$ cat src/sv/dbps_pkg.sv
// dbps_pkg: shared types, fixed-point constants and helper functions
// for the drag ballistic pitch solver; no dependencies
package dbps_pkg;

    // datapath word widths
    localparam int HW = 48;            // saturated height word, Q16.16
    localparam int AW = 33;            // angle word, Q2.30
    localparam int CW = 50;            // cordic x / y word
    localparam int MW = 35;            // multiplier operand
    localparam int PW = 2 * MW;        // multiplier product

    // shared divider geometry
    localparam int DIV_NUM_W  = 54;
    localparam int DIV_DEN_W  = 40;
    localparam int DIV_SH_W   = 5;
    localparam int DIV_SH_MAX = 30;
    localparam int DIV_Q_W    = 47;

    localparam int MAX_ITER_DEF = 100;
    localparam int CORDIC_N     = 30;
    localparam int SERIES_TERMS = 13;

    // fixed-point constants
    localparam logic signed [HW-1:0] SAT_LIM   = 48'sh4000_0000_0000;
    localparam logic signed [HW+1:0] SAT_WIDE  = 50'sh4000_0000_0000;
    localparam logic signed [CW-1:0] SCALE_TOP = 50'sh2000_0000_0000;
    localparam logic signed [CW-1:0] CORDIC_K  = 50'sd652032874;
    localparam logic [30:0] ONE_Q30   = 31'h4000_0000;
    localparam logic [30:0] HALF_Q30  = 31'h2000_0000;
    localparam logic [30:0] TEMP_MAX  = 31'd1072668082;
    localparam logic [31:0] COS_MIN   = 32'd1074;
    localparam logic [21:0] DIST_MIN  = 22'd66;
    localparam logic [33:0] LN2_Q30   = 34'd744261118;
    localparam logic [23:0] FT_MAX    = 24'hFF_FFFF;
    localparam logic signed [AW:0] PITCH_RND = 34'sd8192;

    // register indexes on the configuration port
    localparam logic [1:0] REG_DRAG_COEFF = 2'd0;
    localparam logic [1:0] REG_GRAVITY    = 2'd1;
    localparam logic [1:0] REG_MUZZLE     = 2'd2;
    localparam logic [1:0] REG_TOLERANCE  = 2'd3;

    typedef enum logic [5:0] {
        S_IDLE, S_KV, S_KK, S_INIT,
        S_AT_LOAD, S_AT_NORM, S_CORDIC, S_AT_DONE,
        S_SC_LOAD, S_SC_DONE,
        S_DR_MUL, S_DR_DIV1, S_DR_DIV2, S_DR_CAP,
        S_LN_INIT, S_LN_NORM, S_LN_UDIV, S_LN_SQ, S_LN_U2,
        S_LN_TERM, S_LN_ACC, S_LN_NEXT, S_LN_DONE,
        S_T1_MUL, S_T1_DIV, S_T2_MUL, S_T2_DIV1, S_T2_DIV2,
        S_T3_MUL, S_T3_DIV,
        S_PASS_Z, S_PASS_D, S_PASS_ZL,
        S_FT_DIV, S_OUT
    } state_t;

    // divider request and response
    typedef struct packed {
        logic                 start;
        logic                 neg;
        logic [DIV_SH_W-1:0]  sh;
        logic [DIV_NUM_W-1:0] num;
        logic [DIV_DEN_W-1:0] den;
    } div_req_t;

    typedef struct packed {
        logic               busy;
        logic               done;
        logic [DIV_Q_W:0]   quo;
    } div_rsp_t;

    // saturate a widened value to +-2^46
    function automatic logic signed [HW-1:0] sat_h(input logic signed [HW+1:0] v);
        logic signed [HW-1:0] r;
        if (v > SAT_WIDE)
        begin
            r = SAT_LIM;
        end
        else if (v < -SAT_WIDE)
        begin
            r = -SAT_LIM;
        end
        else
        begin
            r = v[HW-1:0];
        end
        return r;
    endfunction

    // arctangent of 2^-i, Q2.30
    function automatic logic signed [AW-1:0] atan_entry(input logic [4:0] i);
        logic [29:0] t;
        case (i)
            5'd0:    t = 30'd843314857;
            5'd1:    t = 30'd497837829;
            5'd2:    t = 30'd263043837;
            5'd3:    t = 30'd133525159;
            5'd4:    t = 30'd67021687;
            5'd5:    t = 30'd33543516;
            5'd6:    t = 30'd16775851;
            5'd7:    t = 30'd8388437;
            5'd8:    t = 30'd4194283;
            5'd9:    t = 30'd2097149;
            5'd10:   t = 30'd1048576;
            5'd11:   t = 30'd524288;
            5'd12:   t = 30'd262144;
            5'd13:   t = 30'd131072;
            5'd14:   t = 30'd65536;
            5'd15:   t = 30'd32768;
            5'd16:   t = 30'd16384;
            5'd17:   t = 30'd8192;
            5'd18:   t = 30'd4096;
            5'd19:   t = 30'd2048;
            5'd20:   t = 30'd1024;
            5'd21:   t = 30'd512;
            5'd22:   t = 30'd256;
            5'd23:   t = 30'd128;
            5'd24:   t = 30'd64;
            5'd25:   t = 30'd32;
            5'd26:   t = 30'd16;
            5'd27:   t = 30'd8;
            5'd28:   t = 30'd4;
            5'd29:   t = 30'd2;
            default: t = 30'd0;
        endcase
        return AW'(t);
    endfunction

endpackage

$ cat src/sv/dbps_div.sv
// dbps_div: restoring divider, one quotient bit per cycle, result
// truncated toward zero and saturated to 2^46; uses dbps_pkg
module dbps_div
    import dbps_pkg::*;
(
    input  logic     clk,
    input  logic     rst_n,
    input  div_req_t req,
    output div_rsp_t rsp
);

    localparam int NW    = DIV_NUM_W + DIV_SH_MAX;
    localparam int CNT_W = $clog2(DIV_Q_W + 1);
    localparam logic [DIV_Q_W-1:0] QSAT = {1'b1, {(DIV_Q_W-1){1'b0}}};

    logic                   busy_reg, done_reg;
    logic [CNT_W-1:0]       cnt_reg;
    logic [DIV_DEN_W-1:0]   rem_reg, den_reg, rem_next;
    logic [DIV_Q_W-1:0]     low_reg, q_reg, q_next, mag;
    logic                   neg_reg;
    logic [DIV_Q_W:0]       res_reg;

    logic [NW-1:0]          nfull;
    logic [NW-DIV_Q_W-1:0]  hi;
    logic                   pre_sat;
    logic [DIV_DEN_W:0]     trial, trial_sub;
    logic                   ge;

    // scaled numerator and overflow precheck
    assign nfull   = NW'(req.num) << req.sh;
    assign hi      = nfull[NW-1:DIV_Q_W];
    assign pre_sat = DIV_DEN_W'(hi) >= req.den;

    // one restoring step
    assign trial     = {rem_reg, low_reg[DIV_Q_W-1]};
    assign trial_sub = trial - {1'b0, den_reg};
    assign ge        = trial >= {1'b0, den_reg};
    assign rem_next  = ge ? trial_sub[DIV_DEN_W-1:0] : trial[DIV_DEN_W-1:0];
    assign q_next    = {q_reg[DIV_Q_W-2:0], ge};
    assign mag       = (q_next > QSAT) ? QSAT : q_next;

    // control
    always_ff @(posedge clk or negedge rst_n)
    begin
        if (!rst_n)
        begin
            busy_reg <= 1'b0;
            done_reg <= 1'b0;
            cnt_reg  <= '0;
        end
        else if (req.start)
        begin
            busy_reg <= !pre_sat;
            done_reg <= pre_sat;
            cnt_reg  <= CNT_W'(DIV_Q_W);
        end
        else if (busy_reg)
        begin
            cnt_reg <= cnt_reg - 1'b1;
            if (cnt_reg == CNT_W'(1))
            begin
                busy_reg <= 1'b0;
                done_reg <= 1'b1;
            end
        end
        else
        begin
            done_reg <= 1'b0;
        end
    end

    // datapath
    always_ff @(posedge clk)
    begin
        if (req.start)
        begin
            rem_reg <= DIV_DEN_W'(hi);
            low_reg <= nfull[DIV_Q_W-1:0];
            q_reg   <= '0;
            den_reg <= req.den;
            neg_reg <= req.neg;
            if (pre_sat)
            begin
                res_reg <= req.neg ? -{1'b0, QSAT} : {1'b0, QSAT};
            end
        end
        else if (busy_reg)
        begin
            rem_reg <= rem_next;
            low_reg <= {low_reg[DIV_Q_W-2:0], 1'b0};
            q_reg   <= q_next;
            if (cnt_reg == CNT_W'(1))
            begin
                res_reg <= neg_reg ? -{1'b0, mag} : {1'b0, mag};
            end
        end
    end

    assign rsp.busy = busy_reg;
    assign rsp.done = done_reg;
    assign rsp.quo  = res_reg;

endmodule
$ cat config.mk
export PLATFORM = sky130hd
export DESIGN_NAME = dbps_div
export DESIGN_NICKNAME = d
export VERILOG_FILES = /design/src/sv/dbps_pkg.sv /design/src/sv/dbps_div.sv
export SDC_FILE = /design/constraint.sdc
export NUM_CORES = 1
export LEC_CHECK = 0
export ABC_AREA = 1
export BUFFER_PORTS_ARGS = -buffer_cell sky130_fd_sc_hd__clkbuf_2
export CAP_MARGIN = 0
export CORE_MARGIN = 2
export CORE_UTILIZATION = 30
export CTS_CLUSTER_SIZE = 25
export DETAILED_ROUTE_END_ITERATION = 10
export HOLD_SLACK_MARGIN = 0.05
export PLACE_DENSITY = 0.49
export SYNTH_ARGS = -nofsm -noshare
export SYNTH_HDL_FRONTEND = slang
export SYNTH_SLANG_ARGS = --single-unit
$ cat constraint.sdc
create_clock -name clk -period 4.6 [get_ports clk]
set_clock_uncertainty 0.05 [all_clocks]
set_input_delay 0.92 -clock clk [delete_from_list [all_inputs] [get_ports clk]]
set_output_delay 0.92 -clock clk [all_outputs]
set_load 0.01 [all_outputs]
### Yosys cells after proc, flatten, opt, wreduce, memory -nomap -nowiden

Cells that the tools add are included.

* output and inout port bits: 50
* memory bits (writable): 0
* bits of input ports: 103
* memories: 0
* ROM bits: 0
* bits in registers: 230
* bits in latches: 0
* logic and storage cells: 44

* shifts and indexed selects: 1
* $mul: 0
* bitwise gates (word level): 0
* divide/modulo/power cells: 0
* mux-type cells: 20
* reduce and logical (&&, ||, !) cells: 4
* add/sub/neg operators: 3
* order comparisons: 3
* eq/ne operators: 3

Operators with widths (count)
* $mux 48: 6
* $mux 47: 3
* $shl 54x5->84: 1
* $mux 37: 2
* $neg 47->48: 1
* $gt 47x47->1 const B: 1
* $ge 41x40->1: 1
* $ge 37x40->1: 1
* $mux 40: 1
* $sub 40x40->40: 1
* $mux 6: 2
* $eq 6x1->1 const B: 1
* $mux 1: 6
* $sub 6x1->6 const B: 1
* $reduce_bool 2->1: 2
* $ne 3x2->1 const B: 1
* $reduce_and 3->1: 1
* $ne 2x1->1 const B: 1
* $logic_not 1->1: 1

### Longest topological paths before layout

* depth in word-level cells: 8
* mapped depth: 28
* mapped depth without buffers: 25

### Least setup slack after synthesis

Ideal clock, no wire load.

* kind: in2reg
* from: in req[94] (netlist name)
* to: reg res_reg[0], enable pin
* setup time: 0.456 ns
* data arrival time: 5.349 ns
* path slack: -1.255 ns
* stages: 20
* path through: clkbuf_1 > inv_1 > clkbuf_1 > clkbuf_1 > nand2_1 > nand3_1 > nand3_1 > o21ai_0 > o21ai_0 > inv_1 > o21ai_0 > inv_1 > ha_1 > nand2_1 > nor3_1 > and3_1 > nand4_1 > nand4_1 > nor2_1 > nor2_1

* word-level cells in the longest chain between the ends: 4

RTL lines
* start: declaration: RTL line dbps_div.sv:8 `input div_req_t req,`
* $shl 54x5->84: RTL line dbps_div.sv:30 `assign nfull = NW'(req.num) << req.sh;`
* $ge 37x40->1: RTL line dbps_div.sv:32 `assign pre_sat = DIV_DEN_W'(hi) >= req.den;`
* $ne 2x1->1 (no line)
* $reduce_and 3->1 (no line)
* end signal: assignment: RTL line dbps_div.sv:84 `res_reg <= req.neg ? -{1'b0, QSAT} : {1'b0, QSAT};`
* end signal: assignment: RTL line dbps_div.sv:94 `res_reg <= neg_reg ? -{1'b0, mag} : {1'b0, mag};`
* end: declaration: RTL line dbps_div.sv:21 `logic [DIV_Q_W:0] res_reg;`

Every way passes these cells.
A chain may end at the register's enable or synchronous reset.

### Worst setup path after layout

* from: in req[95] (netlist name)
* to: reg done_reg

* word-level cells in the longest chain between the ends: 3

RTL lines
* $shl 54x5->84: RTL line dbps_div.sv:30
* $ge 37x40->1: RTL line dbps_div.sv:32
* $mux 1: RTL line dbps_div.sv:51 `else if (req.start)`
* end signal: assignment: RTL line dbps_div.sv:54 `done_reg <= pre_sat;`
* end: declaration: RTL line dbps_div.sv:16 `logic busy_reg, done_reg;`

Every way passes these cells.

==> results.cfg <==
[outcome]
status = finished clean

[pwr]
p_leak_nw = 9.51
irDropWorstVdd_mv = 0.331
pwr-share-seq = 0.300
p_int_mw = 5.56
power_density_nw_per_um2 = 457
p_comb_frac = 0.434
clkPwrFrac = 0.266
power_switching_share = 0.405
p_switching_mw = 3.78

[yosys]
synthCells = 2357
avgSynthCellArea_um2 = 7.27
ys_types = 60
synth_edf_count = 173
ys.flop_type = edfxtp_1
ys_ff_latch = 230
yosysWarnings = 0
syn-cell-area_um2 = 17100
synth_nets = 2541
ys_seq_area_frac = 0.372
synthArstFlopShare = 0.0348

[clocking]
cts.repair.resized = 0
h-tree-depth = 1
cts_buffer_depth = 3
insertion_delay_ps = 580
numCtsBuffers = 29
cts_sinks = 230
hold_buffers = 0
clk_pin_slew_ps = 60
cts_setup_buffers = 0
cts_tree = built
cts_root_buffer = clkbuf_16

[global_route]
grt_pass1_wl_um = 89200
antenna_found_initial = 2
grt_pass1_vias = 16100
grt_use_total = 0.188
grt_max_degree = 78
gr-total-overflow = 0

[layout]
seqCellArea_um2 = 6380
final_common_cell = nand2_1
final_cell_mix = nand2_1, inv_1, o21ai_0, nor2_1, edfxtp_1
area_delta_synth_final_pct = 19.3
nets = 2735
multi_input_area_um2 = 9220
design_area_um2 = 20400
largest_reg_flops = 48
fillCellCount = 6055
drive_gt1_frac = 0.157

[sta]
timing.final.ws_setup_ps = 340
rsz0062_at_grt = no
final_hold_viol_count = 0
fmax_mhz = 235
holdWs_ps = 135
slew_viol_final = 0
worst_pin_slew_ps = 845
finalCritPeriodShare = 0.926
slew_headroom = 0.437
min_period_ps = 4260
setup_violations = 0

[place]
place_ws_ps = -351
postPlaceCellArea_um2 = 19400
post-dp-hpwl_um = 43400
io_buffers = 152
routabilityCongestion = 0.919

[floorplanning]
io_pins = 153
die_area_um2 = 59000
die_h_um = 243
start_util = 0.304
core_um2 = 56400
num_rows = 87
dieWidth_um = 243

[routing]
drc = 0
drt_first_pass_iters = 5
first_iter_violations = 1197
vias_per_cell = 4.99
routed_wl_um = 56400
antenna_left = 0
via_count = 16600
wire_per_inst_um = 16.9

[worst_setup_path]
required_ps = 5020
crit_type = primary input to flip-flop
crit_path_start_kind = primary input
cp_max_fo = 49
worstPathArrival_ps = 4680
r2r-start = rem_reg[5]
end_kind = flip-flop
r2r_cells = 20
r2r_end = res_reg[46]
reg2reg_slack_ps = 690

[job]
maxCapViolCount = 0

[min_path]
min_path_type = primary input to async pin
==> layout make-up <==
cell class / count / area share
tap: 756 / 0.0463
antenna: 1 / 0.000122
timing repair buffer: 276 / 0.0878
sequential: 230 / 0.312
multi-input combinational: 1731 / 0.451
clock inverter: 18 / 0.0122
inverter: 283 / 0.0521
clock buffer: 36 / 0.0387
==> power groups by stage <==
stage | Sequential, mW | Clock, mW | Combinational (mW)
after floorplan | 2.82 | 0 | 2.75
after global placement | 2.83 | 0 | 4.01
after detailed placement | 2.83 | 0 | 4.01
after CTS | 2.80 | 2.56 | 4.03
after global routing | 2.83 | 2.62 | 4.55
final | 2.80 | 2.49 | 4.05
==> stage by stage <==
stage	TNS [ps]	cells	power [mW]	util
floorplan	0	2357	5.56	-
finish	0	3331	9.33	0.363
detailed placement	-15120	3276	6.84	0.344
global route	0	3331	10.0	0.363
CTS	0	3330	9.39	0.363
global placement	-14120	3276	6.84	0.344
==> kinds of logic after synthesis <==
logic type / count (synthesis) / share of synthesized area
AND/OR/NAND/NOR: 1051 / 0.259
AO/OA/AOI/OAI: 548 / 0.192
buffers and inverters: 396 / 0.0904
flip-flops: 230 / 0.372
adder cells (fa/ha/maj): 81 / 0.0596
XOR/XNOR: 29 / 0.0148
multiplexers: 22 / 0.0129
==> worst max-delay path by stage <==
stage | from | endpoint | slack (ps) | depth (start not counted)
floorplan | req[94] | res_reg[0] | 110 | 20
global placement | req[95] | done_reg | -360 | 26
detailed placement | req[95] | done_reg | -350 | 25
CTS | req[95] | done_reg | 250 | 25
global route | req[95] | done_reg | 9 | 26
finish | req[95] | done_reg | 340 | 25
==> critical path, stage by stage <==
cell and delay, ps:
clkbuf_2 100, clkinv_1 90, buf_12 170, buf_4 160, nand2_1 60, o21ai_0 110, buf_4 160, nor2_1 130
inv_1 100, nand2_1 60, o21ai_1 150, buf_4 190, mux2i_1 350, ha_1 330, nand2_1 90, o21bai_1 120
a21oi_1 90, o41ai_1 240, nand3_1 120, nand2_1 80, nand4_1 130, nor2_1 210, nor2_4 60, buf_12 210
a31o_2 240
==> Yosys cell counts, types with 12 or more instances <==
| cell | number | share of area |
|---|---|---|
| mux2i_1 | 22 | 0.013 |
| nand3_1 | 134 | 0.039 |
| o221ai_1 | 33 | 0.017 |
| o211ai_1 | 23 | 0.010 |
| clkbuf_1 | 87 | 0.019 |
| nor2_1 | 188 | 0.041 |
| xor2_1 | 14 | 0.0072 |
| a21o_1 | 12 | 0.0053 |
| nor3_1 | 32 | 0.0093 |
| dfxtp_1 | 49 | 0.057 |
| nand4_1 | 22 | 0.0080 |
| inv_1 | 271 | 0.059 |
| xnor2_1 | 15 | 0.0077 |
| edfxtp_1 | 173 | 0.30 |
| buf_1 | 14 | 0.0031 |
| ha_1 | 80 | 0.058 |
| nand2_1 | 616 | 0.13 |
| o21ai_0 | 251 | 0.073 |
| o22ai_1 | 47 | 0.017 |
| o21ai_1 | 15 | 0.0044 |
| a21oi_1 | 98 | 0.029 |
==> routing by layer <==
metal / share of wire / up-vias / track usage
li1: - / 8414 / -
met3: 0.053 / 79 / 0.0261
met4: 0.027 / 2 / 0.0577
met2: 0.44 / 437 / 0.301
met1: 0.48 / 7684 / 0.262
met5: 0.00014 / - / 0
Power figures use the tool's default switching activity.
